[config.mk]
export PLATFORM = sky130hd
export DESIGN_NAME = vgh_ctrl
export DESIGN_NICKNAME = d
export VERILOG_FILES = /design/src/hdl/vgh_pkg.sv /design/src/hdl/vgh_ctrl.sv
export SDC_FILE = /design/constraint.sdc
export NUM_CORES = 1
export LEC_CHECK = 0
export ABC_AREA = 1
export BUFFER_PORTS_ARGS = -buffer_cell sky130_fd_sc_hd__buf_2
export CAP_MARGIN = 25
export CORE_AREA = 2 2 39 41
export CTS_CLUSTER_SIZE = 14
export DETAILED_ROUTE_END_ITERATION = 10
export DIE_AREA = 0 0 41 43
export PLACE_DENSITY_LB_ADDON = 0.15
export SYNTH_ARGS = -nofsm -noshare
export SYNTH_HDL_FRONTEND = slang
export SYNTH_SLANG_ARGS = --single-unit
[constraint.sdc]
create_clock -name aclk -period 2.1 [get_ports aclk]
set_clock_uncertainty 0.2 [all_clocks]
set_input_delay 0.105 -clock aclk [delete_from_list [all_inputs] [get_ports aclk]]
set_output_delay 0.105 -clock aclk [all_outputs]
set_load 0.01 [all_outputs]
[src/hdl/vgh_pkg.sv]
`timescale 1ns / 1ps

package vgh_pkg;

    // Histogram geometry and count precision.
    localparam int COUNT_WIDTH       = 24;
    localparam int LOG_FRACTION_BITS = 8;
    localparam int BIN_COUNT         = 65536;
    localparam int BIN_ADDR_W        = $clog2(BIN_COUNT);
    localparam int BYTE_W            = 8;
    localparam int SCALE_W           = 8;

    // Fixed-point log2: exponent bits, then fraction bits.
    localparam int EXP_W   = $clog2(COUNT_WIDTH);
    localparam int LOG_W   = EXP_W + LOG_FRACTION_BITS;
    localparam int ROUND_W = $clog2(LOG_FRACTION_BITS);
    localparam int SQ_W    = 32;

    // Divider operand widths: the numerator is 255 times the wider operand.
    localparam int DEN_W   = (COUNT_WIDTH > LOG_W) ? COUNT_WIDTH : LOG_W;
    localparam int NUM_W   = DEN_W + SCALE_W;
    localparam int STEP_W  = $clog2(NUM_W);

    // Item modes.
    localparam logic [1:0] MODE_ACCUMULATE = 2'd0;
    localparam logic [1:0] MODE_READ       = 2'd1;
    localparam logic [1:0] MODE_CLEAR      = 2'd2;

    // Histogram kinds.
    localparam logic KIND_JOINT = 1'b0;
    localparam logic KIND_VALUE = 1'b1;

    // Register indexes on the configuration port.
    localparam logic REG_HISTOGRAM_KIND = 1'b0;

    typedef struct packed {
        logic [1:0]            mode;
        logic [BYTE_W-1:0]     voxel_value;
        logic [BYTE_W-1:0]     gradient_value;
        logic [BIN_ADDR_W-1:0] bin_index;
    } in_t;

    typedef struct packed {
        logic [COUNT_WIDTH-1:0] bin_count;
        logic [SCALE_W-1:0]     scaled_value;
    } out_t;

    typedef struct packed {
        logic item_load;
        logic clr_start;
        logic clr_wr;
        logic mem_rd;
        logic acc_wr;
        logic cnt_load;
        logic log_start;
        logic log_sel_max;
        logic lm_load;
        logic div_start;
        logic div_sel_log;
        logic scale_zero;
        logic scale_load;
        logic out_load;
    } cmd_t;

    typedef struct packed {
        logic cnt_zero;
        logic max_zero;
        logic max_le1;
        logic lm_zero;
        logic log_done;
        logic div_done;
        logic clr_last;
        logic out_free;
    } status_t;

endpackage

[src/hdl/vgh_ctrl.sv]
`timescale 1ns / 1ps

module vgh_ctrl (
    input  logic              aclk,
    input  logic              aresetn,
    input  logic              s_valid,
    output logic              s_ready,
    input  logic [1:0]        s_mode,
    input  logic              kind,
    input  vgh_pkg::status_t  status,
    output vgh_pkg::cmd_t     cmd
);

    localparam logic [3:0] ST_IDLE   = 4'd0;
    localparam logic [3:0] ST_CLEAR  = 4'd1;
    localparam logic [3:0] ST_ACC_RD = 4'd2;
    localparam logic [3:0] ST_ACC_WR = 4'd3;
    localparam logic [3:0] ST_RD_RD  = 4'd4;
    localparam logic [3:0] ST_RD_LAT = 4'd5;
    localparam logic [3:0] ST_RD_DEC = 4'd6;
    localparam logic [3:0] ST_LOG_M  = 4'd7;
    localparam logic [3:0] ST_LOG_C  = 4'd8;
    localparam logic [3:0] ST_DIV    = 4'd9;
    localparam logic [3:0] ST_OUT    = 4'd10;

    logic [3:0] state_reg, state_next;
    logic       accept;

    assign s_ready = (state_reg == ST_IDLE);
    assign accept  = s_valid && s_ready;

    // Sequencer: one item at a time, each through its own chain of states.
    always_comb begin
        state_next = state_reg;
        cmd        = '0;
        unique case (state_reg)
            ST_IDLE: begin
                if (accept) begin
                    cmd.item_load = 1'b1;
                    priority case (s_mode)
                        vgh_pkg::MODE_ACCUMULATE: state_next = ST_ACC_RD;
                        vgh_pkg::MODE_READ:       state_next = ST_RD_RD;
                        vgh_pkg::MODE_CLEAR: begin
                            cmd.clr_start = 1'b1;
                            state_next    = ST_CLEAR;
                        end
                        default:                  state_next = ST_IDLE;
                    endcase
                end
            end
            ST_CLEAR: begin
                cmd.clr_wr = 1'b1;
                if (status.clr_last) begin
                    state_next = ST_IDLE;
                end
            end
            ST_ACC_RD: begin
                cmd.mem_rd = 1'b1;
                state_next = ST_ACC_WR;
            end
            ST_ACC_WR: begin
                cmd.acc_wr = 1'b1;
                state_next = ST_IDLE;
            end
            ST_RD_RD: begin
                cmd.mem_rd = 1'b1;
                state_next = ST_RD_LAT;
            end
            ST_RD_LAT: begin
                cmd.cnt_load = 1'b1;
                state_next   = ST_RD_DEC;
            end
            ST_RD_DEC: begin
                if (kind == vgh_pkg::KIND_VALUE) begin
                    if (status.max_zero) begin
                        cmd.scale_zero = 1'b1;
                        state_next     = ST_OUT;
                    end else begin
                        cmd.div_start = 1'b1;
                        state_next    = ST_DIV;
                    end
                end else if (status.cnt_zero || status.max_le1) begin
                    cmd.scale_zero = 1'b1;
                    state_next     = ST_OUT;
                end else begin
                    cmd.log_start   = 1'b1;
                    cmd.log_sel_max = 1'b1;
                    state_next      = ST_LOG_M;
                end
            end
            ST_LOG_M: begin
                if (status.log_done) begin
                    cmd.lm_load   = 1'b1;
                    cmd.log_start = 1'b1;
                    state_next    = ST_LOG_C;
                end
            end
            ST_LOG_C: begin
                if (status.log_done) begin
                    if (status.lm_zero) begin
                        cmd.scale_zero = 1'b1;
                        state_next     = ST_OUT;
                    end else begin
                        cmd.div_start   = 1'b1;
                        cmd.div_sel_log = 1'b1;
                        state_next      = ST_DIV;
                    end
                end
            end
            ST_DIV: begin
                cmd.div_sel_log = (kind == vgh_pkg::KIND_JOINT);
                if (status.div_done) begin
                    cmd.scale_load = 1'b1;
                    state_next     = ST_OUT;
                end
            end
            ST_OUT: begin
                if (status.out_free) begin
                    cmd.out_load = 1'b1;
                    state_next   = ST_IDLE;
                end
            end
            default: begin
                state_next = ST_IDLE;
            end
        endcase
    end

    // The bins are swept clear after reset before the first item.
    always_ff @(posedge aclk) begin
        if (!aresetn) begin
            state_reg <= ST_CLEAR;
        end else begin
            state_reg <= state_next;
        end
    end

`ifndef SYNTHESIS
    // A result is only loaded when the output register is free.
    assert property (@(posedge aclk) disable iff (!aresetn)
        cmd.out_load |-> status.out_free)
        else $error("result loaded over an unread result");

    // The clear sweep ends on the last bin and returns to idle.
    assert property (@(posedge aclk) disable iff (!aresetn)
        (state_reg == ST_CLEAR && status.clr_last) |=> (state_reg == ST_IDLE))
        else $error("clear sweep did not finish");

    // An accumulate transaction passes through its memory read state, then writes back.
    assert property (@(posedge aclk) disable iff (!aresetn)
        (accept && s_mode == vgh_pkg::MODE_ACCUMULATE) |-> ##2 cmd.acc_wr)
        else $error("accumulate write-back missing");

    // The log unit is never started while a division is under way.
    assert property (@(posedge aclk) disable iff (!aresetn)
        (state_reg == ST_DIV) |-> !cmd.log_start)
        else $error("log unit started during division");
`endif

endmodule
# Word-level counts from Yosys, hierarchy flattened
# Cells that the tools add are included.
# totals
mem_bits_rw	0
latch_bits	0
romBits	0
wordCells	66
memories	0
regBits	4
# op_classes
bitwise_logic	1
n_reduce_logical	6
add_sub_neg	0
muxes	40
magnitude_cmp	0
multipliers	0
shift	0
div	0
n_eq_ne	18
# op_table
operator	count
4-bit case mux with 10 select lines	1
4-bit two-way mux	8
1-bit two-way mux	18
4-bit by 3-bit equality test with 1-bit output (second input constant)	4
2-bit two-way mux	7
4-bit equality test (second input constant)	3
2-bit inequality test (second input constant)	5
3-bit case mux with 3 select lines	1
4-bit by 2-bit equality test with 1-bit output (second input constant)	2
1-bit case mux with 2 select lines	4
6-bit AND reduction	1
4-bit by 1-bit equality test with 1-bit output (second input constant)	1
4-bit logical NOT	1
3-bit two-way mux	1
2-bit by 1-bit equality test with 1-bit output (second input constant)	1
2-bit equality test (second input constant)	1
2-bit logical NOT	1
2-bit by 1-bit inequality test with 1-bit output (second input constant)	1
2-bit OR reduction	1
1-bit logical AND	1
1-bit logical OR	1
1-bit inverter	1

# Longest topological paths before layout
# Gate-level depths: netlist of the first run.
# depth
ltp_word	4
mapped_depth	9

# Least setup slack after synthesis of the first run
# No wires, ideal clock.
# synth_timing
kind	flip-flop to flip-flop
startpoint	register state_reg[1]
endpoint	register state_reg[1]
n_path_buf	0
required_time_ns	1.834
setup_ns	0.066
t_arrival_ns	1.153
stages_incl_launch_ff	10
path_slack_ns	0.681
synth_period_minus_slack_ns	1.419
path_cell_list	dfxtp_1 > nor2_2 > inv_2 > nor2_4 > nand2_2 > nand2_2 > inv_2 > nand2_2 > nand2_1 > a21oi_2
# synth_between
elab_chain_cells	4
# synth_lines
element	line_no	text
start: declaration	vgh_ctrl.sv:26	logic [3:0] state_reg, state_next;
start signal: assignment	vgh_ctrl.sv:134	state_reg <= state_next;
4-bit logical NOT (*)	vgh_ctrl.sv:29	assign s_ready = (state_reg == ST_IDLE);
via s_ready	vgh_ctrl.sv:7	output logic s_ready,
1-bit logical AND	vgh_ctrl.sv:30	assign accept = s_valid && s_ready;
2-bit by 1-bit inequality test with 1-bit output (no line)	-	
6-bit AND reduction (no line)	-	
# Mark *: on every way through the listed nets, which the timed path passes. The rest lies on a longest branch.
# A chain may end at the register's enable or synchronous reset.

==> summary.md, run 1 <==
| Metric | Value |
|---|---|
| H-Tree Depth | `1` |
| Total negative setup slack | `0 ns` |
| Commonest cells in the netlist | `sky130_fd_sc_hd__nand2_1 (22), sky130_fd_sc_hd__nor2_1 (19), sky130_fd_sc_hd__inv_1 (12), sky130_fd_sc_hd__nand3_1 (12)` |
| Fraction of registers with async set/reset | `0` |
| Register area | `80.1 um2` |
| Full die area | `1760 um2` |
| Multi-input gate area | `392 um2` |
| Hold violation total from the final report | `0` |
| RSZ-0062 raised after global routing | `no` |
| Core Rows | `14` |
| Clock root buffer master | `sky130_fd_sc_hd__clkbuf_4` |
| Detailed-route via count | `722` |
| Class of the worst hold path | `in -> reg` |
| Synth area leaders | `sky130_fd_sc_hd__nand2_1 (15%), sky130_fd_sc_hd__dfxtp_1 (15%), sky130_fd_sc_hd__nor2_1 (13%)` |
| Clk pin slew, worst setup/hold paths | `0.04 ns` |
| I/O pin count | `29` |
| Router iterations before antenna repair | `4` |
| Status | `finished, final reports clean` |
| Remaining global-route overflow | `0` |
| Main synth FF type | `sky130_fd_sc_hd__dfxtp_1` |
| Area of the mapped netlist | `539 um2` |
| Worst slew margin relative to its limit | `0.829` |
| Post-synthesis sequential area ratio | `0.148` |
| Flip-flop and latch count after synthesis | `4` |
| Via count of the first global-routing pass | `566` |
| Data arrival at the endpoint of the critical path | `1.42 ns` |
| Initial antenna violation count | `0` |
| Cell area reported after detailed placement | `699 um2` |
| Worst setup SP type | `register` |
| Number of warnings issued by yosys | `0` |
| Wire length per cell after detailed routing | `9.90 um` |
| PortBufs | `28` |
| Num Clock Sinks | `4` |
| Most frequently used cell type in the post-synthesis netlist | `sky130_fd_sc_hd__nand2_1` |
| Core footprint | `1380 um2` |
| Count of pins over their slew limit | `0` |
| Leakage power figure | `0.441 nW` |
| Wire length of the first global-routing pass | `2.17 mm` |
| Library cells used by synthesis | `18` |
| Vias per cell | `4.85` |
| Largest area contributor in the netlist | `sky130_fd_sc_hd__nand2_1` |
| Detailed Route Iter0 Violations | `23` |
| Post-route cell area | `732 um2` |
| Reg2reg start | `state_reg[1]` |
| Placed wire-length estimate after detailed placement | `1.27 mm` |
| CTS Buf Count | `3` |
| Worst-margin pin slew | `0.257 ns` |
| # DRC | `0` |
| Worst Path Class, Setup | `reg -> out` |
| Capturing element type of the critical path | `primary output` |
| Global placement routability congestion | `0.838` |
| Share of the synthesized area in the top cell type | `0.153` |
| Critical Path RT | `1.79 ns` |
| Gr usage total | `0.180` |
| Die Width | `41 um` |
| Share of the clock period used by the worst path after layout | `0.822` |
| Final core utilization | `0.529` |
| Share of final-layout standard cells stronger than drive strength 1 | `0.398` |
| Average cell area after synthesis | `5.34 um2` |
| Worst slack after detailed placement | `0.534 ns` |
| Setup crit start | `state_reg[3]` |
| Max FFs per register | `4` |
| Starting Density | `0.390` |
| Clock latency on the worst-skew pair | `0.24 ns` |
| Number of routed nets with antenna violations | `0` |
| Clock tree from TritonCTS | `built` |
| Minimum period implied by the final worst setup slack | `1.73 ns` |
| Beginning of the worst hold path | `status[3]` |
| Max cap viols | `0` |
| Wire length reported by the detailed router | `1.48 mm` |
| Chip Height | `43 um` |
| Syn Nets | `115` |
| Smallest setup slack after layout | `0.374 ns` |
| Syn-to-layout area delta | `35.7%` |
| Maximum buffer depth of the clock tree | `2` |
| Cell Pwr Density | `427 nW/um2` |
| Post-synth EDFFs | `0` |
| Largest fanout of any net on the critical path | `7` |
| Maximum number of pins on one net before global-route repair | `8` |
| Number of fill cells | `152` |
| Diodes inserted | `0` |
| Synthesized instance count | `101` |
| Setup violations, final | `0` |
| Net count of the finished layout | `149` |
| Worst vdd rail ir drop | `261 uV` |
| Highest clock frequency the design can meet | `579 MHz` |
worst max-delay path, cell delays in order (launching register included):
cell and delay (ns):
sky130_fd_sc_hd__dfxtp_1 0.41, sky130_fd_sc_hd__inv_2 0.10, sky130_fd_sc_hd__nor2_4 0.17, sky130_fd_sc_hd__nand2_1 0.07, sky130_fd_sc_hd__nor2_1 0.12, sky130_fd_sc_hd__nand2_1 0.08
sky130_fd_sc_hd__o21ai_0 0.07, sky130_fd_sc_hd__buf_2 0.15
per-layer routing:
metal  global-route usage  part of all wire  vias to the layer above
met3               0.0157             0.054                        0
li1                     -                 -                      383
met4               0.0867                 0                        0
met1                0.215              0.42                      314
met2                0.300              0.53                       25
met5                    0                 0                        -
cells by family after synthesis:
kind of cell | Yosys count | share of synthesized area
and+or+nand+nor | 72 | 0.652
buffers and inverters | 18 | 0.125
AOI/OAI and AO/OA | 7 | 0.0742
DFF | 4 | 0.148
repair_timing:
item                       in CTS  in global routing
setup buffers                   0                  0
hold endpoints to repair        3                  0
setup endpoints to repair       0                  0
resized for setup               0                  0
hold buffers                    1                  0
per-stage QoR:
step	power, mW	std cells	hold WS (ns)
6_report	0.312	149	0.0987
5_1_grt	0.342	149	0.136
4_1_cts	0.320	149	0.0934
3_5_place_dp	0.216	145	0.182
3_3_place_gp	0.215	145	0.179
2_1_floorplan	0.174	101	0.0755
cell type report:
type                    count  share of cell area
clock buffers               3              0.0308
well taps                  16              0.0274
multi-input cells          79               0.535
repair buffers             29               0.205
flip-flops and latches      4               0.109
inverters                  18              0.0923
placed cells by master, fill, tap and decap left out:
| master | count |
|---|---|
| sky130_fd_sc_hd__nand2_2 | 6 |
| sky130_fd_sc_hd__buf_2 | 28 |
| sky130_fd_sc_hd__nor3_1 | 1 |
| sky130_fd_sc_hd__clkbuf_4 | 3 |
| sky130_fd_sc_hd__inv_2 | 6 |
| sky130_fd_sc_hd__nand2_1 | 22 |
| sky130_fd_sc_hd__o21ai_0 | 2 |
| sky130_fd_sc_hd__o22ai_1 | 1 |
| sky130_fd_sc_hd__nand3_1 | 12 |
| sky130_fd_sc_hd__dlygate4sd3_1 | 1 |
| sky130_fd_sc_hd__nand3b_1 | 1 |
| sky130_fd_sc_hd__dfxtp_1 | 4 |
| sky130_fd_sc_hd__nor2_2 | 5 |
| sky130_fd_sc_hd__nand4_1 | 1 |
| sky130_fd_sc_hd__inv_1 | 12 |
| sky130_fd_sc_hd__a21oi_2 | 1 |
| sky130_fd_sc_hd__nor2_1 | 19 |
| sky130_fd_sc_hd__a21oi_1 | 3 |
| sky130_fd_sc_hd__nor2_4 | 3 |
| sky130_fd_sc_hd__nor4_1 | 1 |
| sky130_fd_sc_hd__nand3_2 | 1 |
path summary, 6_finish.rpt:
path,endpoint,slack (ns),cells after the start
worst max-delay path,cmd[3],0.37,7
worst max register to register,state_reg[1],0.54,9
worst min register to register,state_reg[3],0.33,2
worst min-delay path,state_reg[2],0.1,4
where the power goes:
group,switching (mW),internal [mW]
combinational,0.0793,0.0453
clock,0.0327,0.0640
sequential,0.00913,0.0819
Note: power is estimated with default switching activity, not from simulation.
==> run 2, diff against run 1 <==
CORE_AREA = not set   (was 2 2 39 41)
CORE_MARGIN = 2   (was not set)
CORE_UTILIZATION = 38   (was not set)
DIE_AREA = not set   (was 0 0 41 43)
clock period = 1.55 ns   (was 2.1 ns; I/O delays follow)
==> summary.md, run 2 (same netlist as run 1, synthesis figures left out) <==
| Metric | Value |
|---|---|
| Violations in the final reports | `setup timing` |
| Instance count after placement with tap cells included | `145 (unchanged)` |
| Detailed Route Iter0 Violations | `16 (-30%)` |
| RSZ-0062 raised after global routing | `yes` |
| Capture point of the critical path | `cmd[10]` |
| Cell with the biggest individual delay on the critical path | `sky130_fd_sc_hd__dfxtp_4` |
| # DRC | `0 (unchanged)` |
| Most used cells in the layout excluding fill and tap cells | `sky130_fd_sc_hd__buf_2 (28), sky130_fd_sc_hd__nand2_1 (18), sky130_fd_sc_hd__nor2_1 (14), sky130_fd_sc_hd__inv_1 (12)` |
| Capturing element type of the critical path | `primary output` |
| Leakage power figure | `0.480 nW (+8.8%)` |
| Register-to-register setup slack | `0.01 ns (-0.53 ns)` |
| Placed wire-length estimate after detailed placement | `1.20 mm (-5.7%)` |
| Die Width | `41.7 um (+1.6%)` |
| Wire length per cell after detailed routing | `11.0 um (+11%)` |
| Wire length reported by the detailed router | `1.69 mm (+15%)` |
| Router iterations before antenna repair | `4 (unchanged)` |
| Share of the clock period used by the worst path after layout | `1.00` |
| Critical Path RT | `1.27 ns (-0.52 ns)` |
| H-Tree Depth | `1 (unchanged)` |
| Worst Path Class, Setup | `reg -> out` |
| I/O pin count | `29 (unchanged)` |
| Count of pins over their slew limit | `0 (unchanged)` |
| Vias per cell | `4.85 (+0.10%)` |
| Number of fill cells | `135 (-11%)` |
| Syn-to-layout area delta | `58.5%` |
| Clock latency on the worst-skew pair | `0.23 ns (about the same)` |
| Chip Height | `41.7 um (-3.1%)` |
| Clk pin slew, worst setup/hold paths | `0.04 ns (about the same)` |
| Core Rows | `13 (-1)` |
| Share of final-layout standard cells stronger than drive strength 1 | `0.540 (+0.141)` |
| Full die area | `1740 um2 (-1.5%)` |
| Via count of the first global-routing pass | `617 (+9.0%)` |
| Total power of the final layout | `0.469 mW (+50%)` |
| Worst hold margin | `0.0707 ns (-0.0280 ns)` |
| Maximum number of pins on one net before global-route repair | `7 (-1)` |
| Wire length of the first global-routing pass | `2.55 mm (+18%)` |
| CTS Buf Count | `3 (unchanged)` |
| Largest fanout of any net on the critical path | `5 (-2)` |
| Class of the worst hold path | `in -> reg` |
| Final cell count without fillers | `154 (+3.4%)` |
| Reg2reg start | `state_reg[3]` |
| Diodes inserted | `0 (unchanged)` |
| Gr usage total | `0.185 (+0.00498)` |
| Setup violations, final | `1 (+1)` |
| Minimum period implied by the final worst setup slack | `1.55 ns` |
| Reg2Reg Depth | `9 (unchanged)` |
| Remaining global-route overflow | `0 (unchanged)` |
| Chain of cells forming the critical path | `nor2_4, inv_2, buf_4, nor2_2, nor2_1, inv_1, buf_2` |
| Highest clock frequency the design can meet | `644 MHz` |
| Initial antenna violation count | `0 (unchanged)` |
| Max cap viols | `0 (unchanged)` |
| Worst-margin pin slew | `0.260 ns (+0.00329 ns)` |
| Detailed-route via count | `747 (+3.5%)` |
| Core footprint | `1320 um2 (-4.8%)` |
| Max FFs per register | `4 (unchanged)` |
| Maximum buffer depth of the clock tree | `2 (unchanged)` |
| PortBufs | `28 (unchanged)` |
| Smallest setup slack after layout | `-0.00273 ns (-0.377 ns)` |
| Setup crit start | `state_reg[0]` |
| Worst slew margin relative to its limit | `0.826 (-0.00265)` |
| Global placement routability congestion | `0.841 (+0.42%)` |
| Num Clock Sinks | `4 (unchanged)` |
| Number of routed nets with antenna violations | `0 (unchanged)` |
| Most frequent standard cell in the layout excluding fill and tap cells | `sky130_fd_sc_hd__buf_2` |
| Worst setup SP type | `register` |
| Starting Density | `0.409 (+0.0196)` |
| Data arrival at the endpoint of the critical path | `1.28 ns (-0.14 ns)` |
| R2r endpoint | `state_reg[0]` |
| Clock root buffer master | `sky130_fd_sc_hd__clkbuf_4` |
| Worst vdd rail ir drop | `644 uV (+150%)` |
| Clock tree from TritonCTS | `built` |
| Net count of the finished layout | `155 (+4.0%)` |
| Cell Pwr Density | `549 nW/um2 (+29%)` |
| Status | `complete, but fails checks` |
| Hold violation total from the final report | `0 (unchanged)` |
| Crit path largest cell delay | `0.36 ns (-0.05 ns)` |
run 2: final cells by class:
type                    count  area, um2  area share
clock buffers               3       22.5      0.0264
inverters                  18       75.1      0.0878
multi-input cells          79        448       0.524
flip-flops and latches      4       95.1       0.111
well taps                  15       18.8      0.0220
repair buffers             35        195       0.228
run 2: timing repair:
item                                   CTS  global route
buffers inserted                         2             3
pin swaps                                3             7
hold buffers                             1             0
setup endpoints to repair                8            10
endpoints found under the hold margin    4             0
gates resized for setup                 16            13
run 2: stage by stage:
step	setup TNS, ns	setup slack, ns	util	instance area (um2)
floorplan	0	0.131	-	539
global placement	0	0.0179	0.536	706
detailed placement	-0.000605	-0.000605	0.536	706
CTS	-0.00168	-0.00168	0.604	796
global route	-0.527	-0.0933	0.649	855
finish	-0.00273	-0.00273	0.649	855
run 2: worst max-delay path, delay by kind of cell (launching register included):
family | cells | cell delay (ns)
AND/OR/NAND/NOR | 3 | 0.30
flip-flops | 1 | 0.36
buffers and inverters | 4 | 0.37
run 2: worst min path at each step:
stage / cells past startpoint / slack [ns] / end / from
3_5_place_dp: 3 / 0.16 / state_reg[1] / aresetn
5_1_grt: 5 / 0.11 / state_reg[2] / s_mode[0]
2_1_floorplan: 2 / 0.05 / state_reg[1] / aresetn
6_report: 4 / 0.07 / state_reg[2] / status[3]
4_1_cts: 4 / 0.07 / state_reg[2] / status[3]
3_3_place_gp: 3 / 0.15 / state_reg[1] / aresetn
run 2: report_power, final:
part	internal [mW]	switching, mW	leakage, nW
logic	0.0882	0.127	0.431
registers	0.110	0.0179	0.0352
clock network	0.0864	0.0400	0.0138
run 2: per-layer routing:
metal	track usage	up-vias	part of all wire
met5	0	-	0
met2	0.300	27	0.49
met1	0.247	323	0.43
met4	0.0194	0	0
met3	0.0565	0	0.074
li1	-	397	-
